==> config.mk <==
export PLATFORM = sky130hd
export DESIGN_NAME = flpw_back
export DESIGN_NICKNAME = d
export VERILOG_FILES = /design/src/sv/flpw_pkg.sv /design/src/sv/flpw_back.sv
export SDC_FILE = /design/constraint.sdc
export NUM_CORES = 1
export LEC_CHECK = 0
export BUFFER_PORTS_ARGS = -buffer_cell sky130_fd_sc_hd__buf_2
export CORE_AREA = 2 2 145 147
export CTS_CLUSTER_SIZE = 28
export DETAILED_ROUTE_END_ITERATION = 12
export DIE_AREA = 0 0 147 149
export MAX_ROUTING_LAYER = met4
export PLACE_DENSITY = 0.49
export SETUP_SLACK_MARGIN = 0.15
export SYNTH_ARGS = -nofsm -noshare
export SYNTH_HDL_FRONTEND = slang
export SYNTH_SLANG_ARGS = --single-unit
==> constraint.sdc <==
create_clock -name clk -period 4.07 [get_ports clk]
set_input_delay 0.814 -clock clk [delete_from_list [all_inputs] [get_ports clk]]
set_output_delay 0.814 -clock clk [all_outputs]
set_load 0.02 [all_outputs]
==> src/sv/flpw_pkg.sv <==
// flpw_pkg: types, codes and constants shared by the four-level page walker
// used by flpw_front, flpw_back and four_level_page_walker; no dependencies
`default_nettype none

package flpw_pkg;

  // store depth default, a power of two
  localparam int unsigned DEF_STORE_WORDS = 4096;

  // field widths
  localparam int unsigned WIDX_W  = 12;
  localparam int unsigned ENTRY_W = 64;
  localparam int unsigned PA_W    = 52;
  localparam int unsigned VA_W    = 48;
  localparam int unsigned IDX_W   = 9;

  // depth of the queue between front and back
  localparam int unsigned QUEUE_DEPTH = 2;

  // bit positions of the entry flags tested at the directory level
  localparam int unsigned PRESENT_BIT = 0;
  localparam int unsigned LARGE_BIT   = 7;

  typedef enum logic {
    OP_WRITE     = 1'b0,
    OP_TRANSLATE = 1'b1
  } op_t;

  typedef struct packed {
    op_t                op;
    logic [WIDX_W-1:0]  word_index;
    logic [ENTRY_W-1:0] entry_value;
    logic [PA_W-1:0]    root_addr;
    logic [VA_W-1:0]    virt_addr;
  } q_item_t;

  typedef enum logic [2:0] {
    ST_IDLE,
    ST_PML4,
    ST_PDPT,
    ST_PD,
    ST_PT,
    ST_RESULT
  } walk_state_t;

endpackage

`default_nettype wire

==> src/sv/flpw_back.sv <==
// flpw_back: carries out queued requests, store writes and table walks
// depends on flpw_pkg; drives the table store ram owned by the top level
`default_nettype none

module flpw_back #(
  parameter int unsigned STORE_WORDS = flpw_pkg::DEF_STORE_WORDS
) (
  input  wire logic                           clk,
  input  wire logic                           rst_n,
  input  wire logic                           q_valid,
  input  wire flpw_pkg::q_item_t              q_item,
  output logic                                q_pop,
  output logic                                ram_we,
  output logic [$clog2(STORE_WORDS)-1:0]      ram_addr,
  output logic [flpw_pkg::ENTRY_W-1:0]        ram_wdata,
  input  wire logic [flpw_pkg::ENTRY_W-1:0]   ram_rdata,
  output logic                                out_valid,
  input  wire logic                           out_ready,
  output logic [flpw_pkg::PA_W-1:0]           out_page_addr,
  output logic                                out_large_page
);
  import flpw_pkg::*;

  localparam int unsigned AW    = $clog2(STORE_WORDS);
  localparam int unsigned WIW   = (AW > WIDX_W) ? AW : WIDX_W;
  localparam int unsigned WORD_W = PA_W - 12 + IDX_W;

  walk_state_t       state_r, state_nxt;
  logic [VA_W-1:0]   va_r, va_nxt;
  logic [PA_W-1:0]   page_r, page_nxt;
  logic              large_r, large_nxt;
  logic              out_valid_r, out_valid_nxt;
  logic [PA_W-1:0]   out_page_r, out_page_nxt;
  logic              out_large_r, out_large_nxt;

  logic              out_free;
  logic              is_large;
  logic [WIW-1:0]    widx_ext;
  logic [WORD_W-1:0] rd_word;

  assign out_free = !out_valid_r || out_ready;
  assign is_large = ram_rdata[LARGE_BIT] && ram_rdata[PRESENT_BIT];
  assign widx_ext = WIW'(q_item.word_index);

  // next state
  always_comb begin
    state_nxt = state_r;
    unique case (state_r)
      ST_IDLE: begin
        if (q_valid && q_item.op == OP_TRANSLATE) begin
          state_nxt = ST_PML4;
        end
      end
      ST_PML4:   state_nxt = ST_PDPT;
      ST_PDPT:   state_nxt = ST_PD;
      ST_PD:     state_nxt = is_large ? ST_RESULT : ST_PT;
      ST_PT:     state_nxt = ST_RESULT;
      ST_RESULT: state_nxt = out_free ? ST_IDLE : ST_RESULT;
      default:   state_nxt = ST_IDLE;
    endcase
  end

  // outputs and datapath
  always_comb begin
    q_pop         = 1'b0;
    ram_we        = 1'b0;
    ram_wdata     = q_item.entry_value;
    rd_word       = {ram_rdata[PA_W-1:12], va_r[20:12]};
    va_nxt        = va_r;
    page_nxt      = page_r;
    large_nxt     = large_r;
    out_valid_nxt = out_valid_r && !out_ready;
    out_page_nxt  = out_page_r;
    out_large_nxt = out_large_r;
    unique case (state_r)
      ST_IDLE: begin
        if (q_valid) begin
          q_pop = 1'b1;
          if (q_item.op == OP_WRITE) begin
            ram_we = 1'b1;
          end else begin
            va_nxt  = q_item.virt_addr;
            rd_word = {q_item.root_addr[PA_W-1:12], q_item.virt_addr[47:39]};
          end
        end
      end
      ST_PML4: begin
        rd_word = {ram_rdata[PA_W-1:12], va_r[38:30]};
      end
      ST_PDPT: begin
        rd_word = {ram_rdata[PA_W-1:12], va_r[29:21]};
      end
      ST_PD: begin
        // 2 mb page ends the walk here
        if (is_large) begin
          page_nxt  = {ram_rdata[PA_W-1:21], va_r[20:12], 12'h000};
          large_nxt = 1'b1;
        end
      end
      ST_PT: begin
        page_nxt  = {ram_rdata[PA_W-1:12], 12'h000};
        large_nxt = 1'b0;
      end
      ST_RESULT: begin
        if (out_free) begin
          out_valid_nxt = 1'b1;
          out_page_nxt  = page_r;
          out_large_nxt = large_r;
        end
      end
      default: begin
      end
    endcase
  end

  assign ram_addr = ram_we ? widx_ext[AW-1:0] : rd_word[AW-1:0];

  always_ff @(posedge clk) begin
    if (!rst_n) begin
      state_r     <= ST_IDLE;
      out_valid_r <= 1'b0;
    end else begin
      state_r     <= state_nxt;
      out_valid_r <= out_valid_nxt;
    end
  end

  always_ff @(posedge clk) begin
    va_r        <= va_nxt;
    page_r      <= page_nxt;
    large_r     <= large_nxt;
    out_page_r  <= out_page_nxt;
    out_large_r <= out_large_nxt;
  end

  assign out_valid      = out_valid_r;
  assign out_page_addr  = out_page_r;
  assign out_large_page = out_large_r;

endmodule

`default_nettype wire

==> run summary <==
DR DRC count -> 0
IO Pins -> 377
#FFs+latches synth -> 113
detailed-route via count -> 2650
most frequent cells in the layout -> buf_2, edfxtp_1, clkbuf_16
Mapped Cells -> 286
Buffers on Ports -> 153
post-cts hold buffer count -> 0
Routed Antenna Nets -> 0
Slew @ Worst Pin -> 1.14 ns
final worst path period share -> 80.4%
synthesized cell area -> 0.00461 sq mm
reg2reg end -> out_page_addr[15]
post-synth top area share -> 70.9%
Fin. Hold Viols -> 0
Setup crit end -> ram_addr[7]
Hold Crit Class -> register to register
total die area -> 0.0219 sq mm
Root Driver -> clkbuf_16
R2R Path Start -> state_r[0]
# Max-Cap Violations -> 0
CP Capture Type -> primary output
initial antenna violation count -> 1
Initial Util -> 22.4%
final core utilization -> 28.0%
ranking of synthesized cells by area -> edfxtp_1, buf_4, dfxtp_1, a22oi_1, mux2_2
Max IR drop VDD -> 0.245 mV
Slew Limit Fails -> 0
Final setup violation count -> 0
Tot Pwr -> 3.25 mW
total global routing overflow -> 0
pin count of the biggest net entering global routing -> 42
crit-path max FO -> 12
WL/cell -> 17.6 um
status -> complete, no violations
core area -> 0.0206 sq mm
CTS clk-pin slew, worst paths -> 0.06 ns
Post-CTS Setup Repair Bufs -> 0
count of cell types in the netlist -> 35
Clk Latency, worst-skew pair -> 0.41 ns
clk_skew -> 0.0143 ns
R2R setup slack -> 1.88 ns
Die Y -> 149 um
RSZ-0062 raised after global routing -> no
GRT Overall Usage -> 11.2%
Req. time, crit path -> 3.26 ns
worst path arrival time -> 2.46 ns
Async S/R FF share, synth -> 0%
Max clock buf depth -> 2
worst slack, placed -> 1.02 ns
worst setup margin -> 0.799 ns
RePlAce Congestion -> 0.812
proportion of layout cells with a drive suffix above 1 -> 50.9%
Pleak -> 2.16 nW
CTS tree -> built
startpoint types -> register
vias per cell -> 3.90
Fmax -> 306 MHz
first-pass detailed-route iteration total -> 4
Seq/Total Area, Yosys -> 72.7%
Final nets -> 635
first-pass GRT wire length -> 17000 um
die width -> 147 um
Hold WS -> 0.417 ns
CTS H-tree depth -> 4
number of global-route vias before repair -> 2745
# placed instances -> 646
setup_tns -> 0 ns
worst reg2reg path depth -> 2
commonest non-fill, non-tap cell in the layout -> buf_2
CTS buffer count -> 17
Design Area, Final -> 0.00576 sq mm
Yosys warning total -> 0
clock sink count -> 113
row cnt -> 53
PwrDens -> 565 mW/mm^2
Worst Setup SP -> state_r[0]
DP HPWL -> 9100 um
ys flop type -> edfxtp_1
DR iter-0 viols -> 136
Yosys top cell by area -> edfxtp_1
Synth-to-Final Area Change -> 24.8%
syn_area_per_cell -> 16.1 sq um
total length of routed wires -> 11900 um
Critical Setup Path Class -> register to primary output
Tmin final -> 3.27 ns
Slew HR -> 24.1%
Cell Count, Final, Fillers Out -> 679
DP Area -> 0.00519 sq mm
EDFF count, synth -> 109
post-CTS sizing -> 0
==> power by group <==
part,switching (mW),total [mW],internal [mW],leakage (nW)
registers,0.0377,1.39,1.35,1.02
logic,0.300,0.462,0.163,0.867
clock network,0.558,1.40,0.844,0.269
total,0.895,3.25,2.36,2.16
==> layout make-up <==
class / count / area [sq um]
diodes: 1 / 2.50
clock buffers: 17 / 425
clock inverters: 15 / 135
fillers: 2133 / 14800
inverters: 3 / 23.8
multi-input cells: 98 / 677
flip-flops and latches: 113 / 3350
well taps: 275 / 344
repair buffers: 157 / 796
==> state kept, by name (all words and copies together) (netlist names) <==
signal / cells
state_r: 3
large_r: 1
out_page_addr: 40
out_valid: 1
page_r: 40
out_large_page: 1
va_r: 27
==> synth_stat cells, types with 3 or more instances <==
cell	n
edfxtp_1	109
buf_4	77
o21ai_1	12
o21ai_0	10
a22oi_1	9
a31oi_1	9
nor3_1	7
mux2_2	6
dfxtp_1	4
mux2i_1	4
buf_6	3
mux2_1	3
nand2_1	3
==> metal layers <==
metal  share of wire (%)  wire length, um  global-route usage, %  up-vias
li1                    -                -                      -     1193
met2                  46             5440                   16.6      195
met4                 1.9              231                   4.90        0
met3                  14             1670                   7.09       18
met1                  39             4600                   11.9     1244
met5                   0                0                      -        -
==> critical path, stage by stage, from the launching register on <==
cell and delay (ns):
dfxtp_1 0.65, nor3b_2 0.69, a22oi_1 0.25, a31oi_1 0.25, buf_2 0.20
==> worst min-delay path by stage <==
stage | slack (ns) | cells past startpoint | end | start
after floorplan | 0.40 | 0 | out_large_page | large_r
after CTS | 0.42 | 0 | out_page_addr[27] | page_r[27]
after global placement | 0.40 | 0 | out_page_addr[22] | page_r[22]
after global routing | 0.42 | 0 | out_page_addr[41] | page_r[41]
final | 0.42 | 0 | out_page_addr[41] | page_r[41]
after detailed placement | 0.40 | 0 | out_page_addr[27] | page_r[27]
==> cells by family after synthesis <==
family	Yosys count	share of synthesized area, %
other cells	1	0.0813
simple gates	26	3.80
compound gates	46	6.15
buf+inv	86	14.0
flops	113	72.7
xor+xnor	1	0.190
mux	13	3.06
Power figures use the tool's default switching activity.
