### config.mk
export PLATFORM = sky130hd
export DESIGN_NAME = flpw_front
export DESIGN_NICKNAME = d
export VERILOG_FILES = /design/src/sv/flpw_pkg.sv /design/src/sv/flpw_front.sv
export SDC_FILE = /design/constraint.sdc
export NUM_CORES = 1
export LEC_CHECK = 0
export BUFFER_PORTS_ARGS = -buffer_cell sky130_fd_sc_hd__buf_2
export CAP_MARGIN = 20
export CORE_ASPECT_RATIO = 0.75
export CORE_MARGIN = 2
export CORE_UTILIZATION = 45
export DETAILED_ROUTE_END_ITERATION = 16
export HOLD_SLACK_MARGIN = 0.05
export PLACE_DENSITY = 0.81
export RECOVER_POWER = 50
export SETUP_SLACK_MARGIN = 0.5
export SLEW_MARGIN = 10
export SYNTH_ARGS = -nofsm -noshare
export SYNTH_HDL_FRONTEND = slang
export SYNTH_SLANG_ARGS = --single-unit
### constraint.sdc
create_clock -name clk -period 9.1 [get_ports clk]
set_clock_uncertainty 0.05 [all_clocks]
set_input_delay 1.82 -clock clk [delete_from_list [all_inputs] [get_ports clk]]
set_output_delay 1.82 -clock clk [all_outputs]
set_load 0.005 [all_outputs]
### src/sv/flpw_pkg.sv
// flpw_pkg: types, codes and constants shared by the four-level page walker
// used by flpw_front, flpw_back and four_level_page_walker; no dependencies
`default_nettype none

package flpw_pkg;

  // store depth default, a power of two
  localparam int unsigned DEF_STORE_WORDS = 4096;

  // field widths
  localparam int unsigned WIDX_W  = 12;
  localparam int unsigned ENTRY_W = 64;
  localparam int unsigned PA_W    = 52;
  localparam int unsigned VA_W    = 48;
  localparam int unsigned IDX_W   = 9;

  // depth of the queue between front and back
  localparam int unsigned QUEUE_DEPTH = 2;

  // bit positions of the entry flags tested at the directory level
  localparam int unsigned PRESENT_BIT = 0;
  localparam int unsigned LARGE_BIT   = 7;

  typedef enum logic {
    OP_WRITE     = 1'b0,
    OP_TRANSLATE = 1'b1
  } op_t;

  typedef struct packed {
    op_t                op;
    logic [WIDX_W-1:0]  word_index;
    logic [ENTRY_W-1:0] entry_value;
    logic [PA_W-1:0]    root_addr;
    logic [VA_W-1:0]    virt_addr;
  } q_item_t;

  typedef enum logic [2:0] {
    ST_IDLE,
    ST_PML4,
    ST_PDPT,
    ST_PD,
    ST_PT,
    ST_RESULT
  } walk_state_t;

endpackage

`default_nettype wire

### src/sv/flpw_front.sv
// flpw_front: accepts input requests, classifies them and queues them
// depends on flpw_pkg
`default_nettype none

module flpw_front (
  input  wire logic                     clk,
  input  wire logic                     rst_n,
  input  wire logic                     in_valid,
  output logic                          in_ready,
  input  wire logic                     in_mode,
  input  wire logic [flpw_pkg::WIDX_W-1:0]  in_word_index,
  input  wire logic [flpw_pkg::ENTRY_W-1:0] in_entry_value,
  input  wire logic [flpw_pkg::PA_W-1:0]    in_root_addr,
  input  wire logic [flpw_pkg::VA_W-1:0]    in_virt_addr,
  output logic                          q_valid,
  output flpw_pkg::q_item_t             q_item,
  input  wire logic                     q_pop
);
  import flpw_pkg::*;

  localparam int unsigned PTR_W = (QUEUE_DEPTH > 1) ? $clog2(QUEUE_DEPTH) : 1;
  localparam int unsigned CNT_W = $clog2(QUEUE_DEPTH + 1);
  localparam logic [PTR_W-1:0] LAST_PTR = PTR_W'(QUEUE_DEPTH - 1);
  localparam logic [CNT_W-1:0] FULL_CNT = CNT_W'(QUEUE_DEPTH);

  q_item_t          slot_r [QUEUE_DEPTH];
  logic [PTR_W-1:0] wr_ptr_r, wr_ptr_nxt;
  logic [PTR_W-1:0] rd_ptr_r, rd_ptr_nxt;
  logic [CNT_W-1:0] count_r, count_nxt;
  logic             push;
  logic             pop;
  q_item_t          new_item;

  // classify the request
  always_comb begin
    new_item.op          = in_mode ? OP_TRANSLATE : OP_WRITE;
    new_item.word_index  = in_word_index;
    new_item.entry_value = in_entry_value;
    new_item.root_addr   = in_root_addr;
    new_item.virt_addr   = in_virt_addr;
  end

  assign in_ready = (count_r != FULL_CNT);
  assign push     = in_valid && in_ready;
  assign q_valid  = (count_r != '0);
  assign pop      = q_pop && q_valid;
  assign q_item   = slot_r[rd_ptr_r];

  always_comb begin
    wr_ptr_nxt = wr_ptr_r;
    rd_ptr_nxt = rd_ptr_r;
    count_nxt  = count_r;
    if (push) begin
      wr_ptr_nxt = (wr_ptr_r == LAST_PTR) ? '0 : wr_ptr_r + PTR_W'(1);
    end
    if (pop) begin
      rd_ptr_nxt = (rd_ptr_r == LAST_PTR) ? '0 : rd_ptr_r + PTR_W'(1);
    end
    if (push && !pop) begin
      count_nxt = count_r + CNT_W'(1);
    end else if (pop && !push) begin
      count_nxt = count_r - CNT_W'(1);
    end
  end

  always_ff @(posedge clk) begin
    if (!rst_n) begin
      wr_ptr_r <= '0;
      rd_ptr_r <= '0;
      count_r  <= '0;
    end else begin
      wr_ptr_r <= wr_ptr_nxt;
      rd_ptr_r <= rd_ptr_nxt;
      count_r  <= count_nxt;
    end
  end

  always_ff @(posedge clk) begin
    if (push) begin
      slot_r[wr_ptr_r] <= new_item;
    end
  end

endmodule

`default_nettype wire

==> results of run 1 <==
## synthesized netlist by cell type (all sizes together)
cell and count:
edfxtp 354, mux2 177, buf 20, dfxtp 5
and2 4, a21boi 2, o21ai 2, xnor2 2
a21bo 1, and3 1, ha 1, inv 1
nand2b 1, nand3b 1, or2 1, or3 1
xor2 1
## power by group through the flow
stage | combinational [uW] | sequential [uW] | clock [uW]
after floorplan | 734 | 2170 | 0
after global placement | 1070 | 2190 | 0
after detailed placement | 1070 | 2200 | 0
after CTS | 1080 | 2170 | 1380
after global routing | 1140 | 2200 | 1450
final | 1060 | 2170 | 1340
## layer usage
| layer | track usage | routed length [um] |
|---|---|---|
| met5 | 0 | 0 |
| met4 | 0.0611 | 714 |
| met3 | 0.0470 | 2040 |
| met2 | 0.265 | 12600 |
| met1 | 0.206 | 10900 |
## metrics by stage
step / instances / utilization / instance area [sq um] / hold WS [ns] / setup slack [ns]
after global placement: 1312 / 0.534 / 15700 / 0.481 / 4.60
final: 1377 / 0.567 / 16700 / 0.534 / 3.02
after floorplan: 575 / - / 13600 / 0.462 / 2.57
after CTS: 1374 / 0.571 / 16800 / 0.523 / 4.06
after detailed placement: 1312 / 0.534 / 15700 / 0.512 / 4.63
after global routing: 1377 / 0.567 / 16700 / 0.579 / 2.54
## state kept, by name (all words and copies together), names as in the netlist, named ones only
| signal | flops |
|---|---|
| rd_ptr_r | 1 |
| slot_r | 354 |
| wr_ptr_r | 1 |
| count_r | 2 |
## cell usage in the layout, fill, tap and decap left out
cell	n
o21ai_0	2
a21boi_0	2
clkbuf_16	37
buf_2	268
xor2_1	1
clkinvlp_2	1
clkinv_2	9
diode_2	2
edfxtp_1	354
clkbuf_1	95
buf_12	1
a21bo_2	1
bufinv_16	1
nand3b_1	1
ha_1	1
inv_6	1
and2_1	2
or3_1	1
clkinv_4	1
nand2b_4	1
clkinvlp_4	1
and3_1	1
mux2_4	130
clkinv_1	8
and2_0	2
or2_2	1
buf_4	6
dfxtp_4	1
mux2_2	47
dfxtp_1	4
xnor2_1	2
## cell type report
cell class	instances	area [sq um]
well taps	392	490
flip-flops and latches	359	10700
clock inverters	21	130
repair buffers	366	1750
clock buffers	41	941
diodes	2	5.00
multi-input cells	195	2620
fillers	2260	12700
inverters	1	5.00
## critical path: stages
cell and delay, ns:
clkbuf_1 0.11, nand3b_1 0.12, clkinvlp_2 2.70, buf_4 1.39
## logic make-up (layout without fill, tap and decap cells)
family / Yosys count / count (layout) / share of synthesized area
flops: 359 / 359 / 0.792
mux: 177 / 177 / 0.183
buf+inv: 21 / 429 / 0.0150
simple gates: 9 / 9 / 0.00480
compound gates: 5 / 5 / 0.00258
xor+xnor: 3 / 3 / 0.00194
fa+ha+maj: 1 / 1 / 0.000923
other cells: 0 / 2 / 0
## worst paths after layout
kind / endpoint / cells after the start / slack (ns) / start
worst max register to register: slot_r[0][121]$_DFFE_PP_ / 4 / 3.92 / count_r[0]$_SDFFE_PN0P_
worst min register to register: count_r[1]$_SDFFE_PN0P_ / 2 / 0.53 / count_r[1]$_SDFFE_PN0P_
worst max-delay path: slot_r[0][121]$_DFFE_PP_ / 4 / 3.02 / in_valid
worst min-delay path: count_r[1]$_SDFFE_PN0P_ / 2 / 0.53 / count_r[1]$_SDFFE_PN0P_
==> flow_summary_export.csv, run 1 <==
group,metric,value,unit
outcome,status,"finished with violations",
outcome,violations,"max-capacitance violations, max-slew violations",
synthesis,ys_ff_latch,359,
synthesis,syn_avg_cell_area,23.6,sq um
clock_network,cts_setup_buffers,0,
power_and_ir_drop,ir_drop,0.180,mV
grt,grt_pass1_vias,6976,
power_and_ir_drop,total_power,4570,uW
sta,hold_violations,0,
drt,vias,6672,
setup_path,crit_path_end_kind,"flip-flop",
sta,fmax,164,MHz
drt,postRouteAntennaNets,0,
sta,final-max-slew-violation-count,107,
setup_path,path_class,"in -> reg",
drt,wl_per_cell,19.0,um
synthesis,synth_top_cell_area_share,0.784,
flow_run,cap_violations,2,
floorplan,die_y,154,um
synthesis,synth_area,13600,sq um
power_and_ir_drop,p_per_area,274,nW/um^2
synthesis,synth.net_count,757,
clock_network,cts_tree,"yes",
power_and_ir_drop,p_leak,0.00623,uW
synthesis,synth_warnings,0,
floorplan,io_pins,360,
floorplan,row_count,54,
placed_design,hpwl,17.3,mm
floorplan,die_w,204,um
floorplan,start_util,0.461,
floorplan,coreArea,29400,sq um
placed_design,port_buffers,359,
synthesis,synth_cells,575,
cells_and_area,area_growth,23.0,%
clock_network,max-clock-path-buffers,3,
synthesis,synth.top_cells.by_area,"edfxtp_1, mux2_4, mux2_2",
sta,fin_setup_tns,0,ns
power_and_ir_drop,pwr-share-seq,0.475,
drt,viasPerCell,4.85,
placed_design,place_congestion,0.759,
power_and_ir_drop,power_frac_clock,0.293,
synthesis,synth_cell_types,21,
min_path,hold_class,"reg -> reg",
cells_and_area,finalNetCount,1140,
floorplan,dieArea,31500,sq um
clock_network,clock-sinks,359,
grt,grt_max_degree,77,
grt,grt_use_total,0.162,
setup_path,critPathMaxFanout,76,
setup_path,worstPathArrival,6.18,ns
setup_path,cp_data_required_time,9.20,ns
clock_network,cts_root_buf,"clkbuf_16",
power_and_ir_drop,swShare,0.249,
clock_network,hold_buffers,0,
drt,drc,0,
clock_network,cts-htree-levels,2,
synthesis,ys_seq_area_frac,0.792,
sta,fin_crit_sh,0.668,
power_and_ir_drop,p_switching,1140,uW
drt,first_iter_violations,359,
synthesis,synth_top_cell_by_area,"edfxtp_1",
sta,slew_headroom,-1.42,
grt,grt_pass1_wl,38.8,mm
drt,routed_wl,26.2,mm
clock_network,cts_resized,0,
grt,grt-ovfl-total,0,
grt,antenna_found_initial,3,
sta,worst_slew_pin_slew,3.61,ns
setup_path,startpoint_type,"input pin",
cells_and_area,drive_above_1_share,0.516,
clock_network,cts_made_buffers,35,
clock_network,path_clk_slew,0.06,ns
power_and_ir_drop,p_int,3430,uW
drt,dr.pass1.iters,6,
sta,setup_violations,0,
power_and_ir_drop,p_comb_frac,0.232,
sta,rsz0062_at_grt,"no",
sta,min_period,6.08,ns
clock_network,insertion_delay,0.50,ns
Note: power is estimated with default switching activity, not from simulation.
==> run 2, diff against run 1 <==
--- a/config.mk
+++ b/config.mk
@@ -12,7 +12,7 @@
 export CORE_UTILIZATION = 45
 export DETAILED_ROUTE_END_ITERATION = 16
 export HOLD_SLACK_MARGIN = 0.05
-export PLACE_DENSITY = 0.81
+export PLACE_DENSITY = 0.84
 export RECOVER_POWER = 50
 export SETUP_SLACK_MARGIN = 0.5
 export SLEW_MARGIN = 10
==> constraint.sdc (replaced) <==
create_clock -name clk -period 5.1 [get_ports clk]
set_clock_uncertainty 0.05 [all_clocks]
set_input_delay 1.02 -clock clk [delete_from_list [all_inputs] [get_ports clk]]
set_output_delay 1.02 -clock clk [all_outputs]
set_load 0.005 [all_outputs]
==> run 2 against run 1 <==
The flow still finishes with violations (max-capacitance violations, max-slew violations); die area unchanged; largest cell class unchanged; via count rose by 0.64%; register-to-register slack lost 2.1 ns; critical path type is now reg -> out; first-iteration DRC count up 3.1%; design area rose by 0.43%; critical path depth is 1 lower; worst setup slack got worse by 1.5 ns; flip-flop and latch count did not move; largest power group unchanged.
==> flow_summary_export.csv, run 2 (synthesis gave the netlist of run 1 again) <==
group,metric,value,unit
sta,slew_headroom,-0.386,
min_path,min-delay-start,"count_r[1]$_SDFFE_PN0P_",
floorplan,coreArea,29400,sq um
sta,fin_crit_sh,0.701,
grt,grt-ovfl-total,0,
setup_path,rr_startpoint,"count_r[0]$_SDFFE_PN0P_",
placed_design,hpwl,18.4,mm
drt,dr.pass1.iters,6,
drt,drc,0,
cells_and_area,layout_commonest_cell,"edfxtp_1",
sta,hold_violations,0,
clock_network,cts_resized,0,
floorplan,start_util,0.461,
setup_path,cp_data_required_time,4.03,ns
drt,routed_wl,27.1,mm
sta,worst_slew_pin_slew,2.08,ns
placed_design,place_congestion,0.753,
floorplan,dieArea,31500,sq um
cells_and_area,postLayoutCoreUtil,0.570,
drt,top_layer_used,"met5",
clock_network,hold_buffers,0,
sta,min_period,3.58,ns
sta,setup_violations,0,
setup_path,crit_path_end_kind,"primary output",
floorplan,io_pins,360,
clock_network,clock-sinks,359,
clock_network,cts_root_buf,"clkbuf_16",
setup_path,startpoint_type,"flip-flop",
sta,fin_setup_tns,0,ns
sta,rsz0062_at_grt,"no",
placed_design,place_inst,1314,
min_path,hold_class,"reg -> reg",
cells_and_area,largest_reg_flops,354,
floorplan,row_count,54,
setup_path,crit_path_cell_trace,"buf_12, mux2_2, buf_2",
setup_path,max_stage_delay,0.85,ns
cells_and_area,regMostFlops,"slot_r",
clock_network,cts_setup_buffers,0,
clock_network,cts-htree-levels,2,
floorplan,die_y,154,um
sta,fmax,280,MHz
setup_path,critPathSlowestCell,"dfxtp_4",
cells_and_area,area_growth,23.5,%
drt,met2_length,13.2,mm
drt,met1Wirelength,10.8,mm
setup_path,path_class,"reg -> out",
cells_and_area,mostFrequentLayoutCells,"edfxtp_1, buf_2, mux2_4, clkbuf_1, mux2_2",
clock_network,max-clock-path-buffers,3,
drt,first_iter_violations,370,
grt,antenna_found_initial,6,
floorplan,die_w,204,um
flow_run,cap_violations,1,
drt,viasPerCell,4.87,
cells_and_area,reg.largest.list,"slot_r x354, count_r x2",
cells_and_area,drive_above_1_share,0.498,
drt,vias,6715,
setup_path,critPathMaxFanout,62,
power_and_ir_drop,p_per_area,493,nW/um^2
drt,postRouteAntennaNets,0,
cells_and_area,final_area,16700,sq um
grt,grt_pass1_vias,7001,
outcome,violations,"max-capacitance violations, max-slew violations",
power_and_ir_drop,total_power,8250,uW
grt,grt_max_degree,99,
placed_design,port_buffers,359,
placed_design,place_area,15800,sq um
clock_network,path_clk_slew,0.06,ns
setup_path,worstPathArrival,2.51,ns
sta,final-max-slew-violation-count,39,
drt,wl_met3,2.44,mm
grt,grt_pass1_wl,39.6,mm
power_and_ir_drop,ir_drop,0.391,mV
grt,grt_use_total,0.166,
clock_network,cts_made_buffers,35,
clock_network,cts_tree,"yes",
cells_and_area,fin_cells,1380,
outcome,status,"finished with violations",
drt,wl_per_cell,19.7,um
cells_and_area,finalNetCount,1141,
clock_network,insertion_delay,0.51,ns
power_and_ir_drop,p_leak,0.00623,uW
[run 2: changes by cell type in the layout (fill, tap and decap cells not counted)]
cell and delta:
clkbuf_1 +15, buf_2 -14, clkinv_2 -4, buf_12 +3, clkinv_1 +3, buf_4 -2, bufinv_16 +2, diode_2 +2
clkinv_4 -1, clkinvlp_4 -1
[run 2: final timing paths]
check	endpoint	slack, ns	cells past startpoint
hold reg to reg	count_r[1]$_SDFFE_PN0P_	0.52	2
hold / removal	count_r[1]$_SDFFE_PN0P_	0.52	2
setup reg to reg	slot_r[1][116]$_DFFE_PP_	1.86	3
setup / recovery	q_item[9]	1.52	3
[run 2: cell type report]
type	count	area, sq um
Antenna cell	4	10.0
Sequential cell	359	10700
Multi-Input combinational cell	195	2620
Tap cell	392	490
Fill cell	2247	12600
Timing Repair Buffer	367	1780
Clock buffer	42	945
Clock inverter	20	165
Inverter	1	5.00
[run 2: critical path: cells and delay by family (launching register included)]
kind | cells | cell delay [ns]
flops | 1 | 0.85
buf+inv | 2 | 0.57
mux | 1 | 0.41
[run 2: metal layers]
| layer | GRT usage | vias up |
|---|---|---|
| li1 | - | 3063 |
| met4 | 0.0656 | 2 |
| met1 | 0.202 | 3314 |
| met3 | 0.0567 | 44 |
| met2 | 0.274 | 292 |
| met5 | 0 | - |
[run 2: stage by stage]
| stage | hold slack, ns | worst slack (ns) |
|---|---|---|
| floorplan | 0.462 | 0.875 |
| CTS | 0.515 | 1.49 |
| detailed placement | 0.504 | 2.06 |
| finish | 0.518 | 1.52 |
| global route | 0.568 | 1.42 |
| global placement | 0.479 | 2.07 |
[run 2: power by group]
group | leakage [uW] | internal [uW] | switching (uW)
registers | 0.00335 | 3690 | 158
clock network | 0.000546 | 1470 | 1020
logic | 0.00233 | 1050 | 864
total | 0.00623 | 6210 | 2040
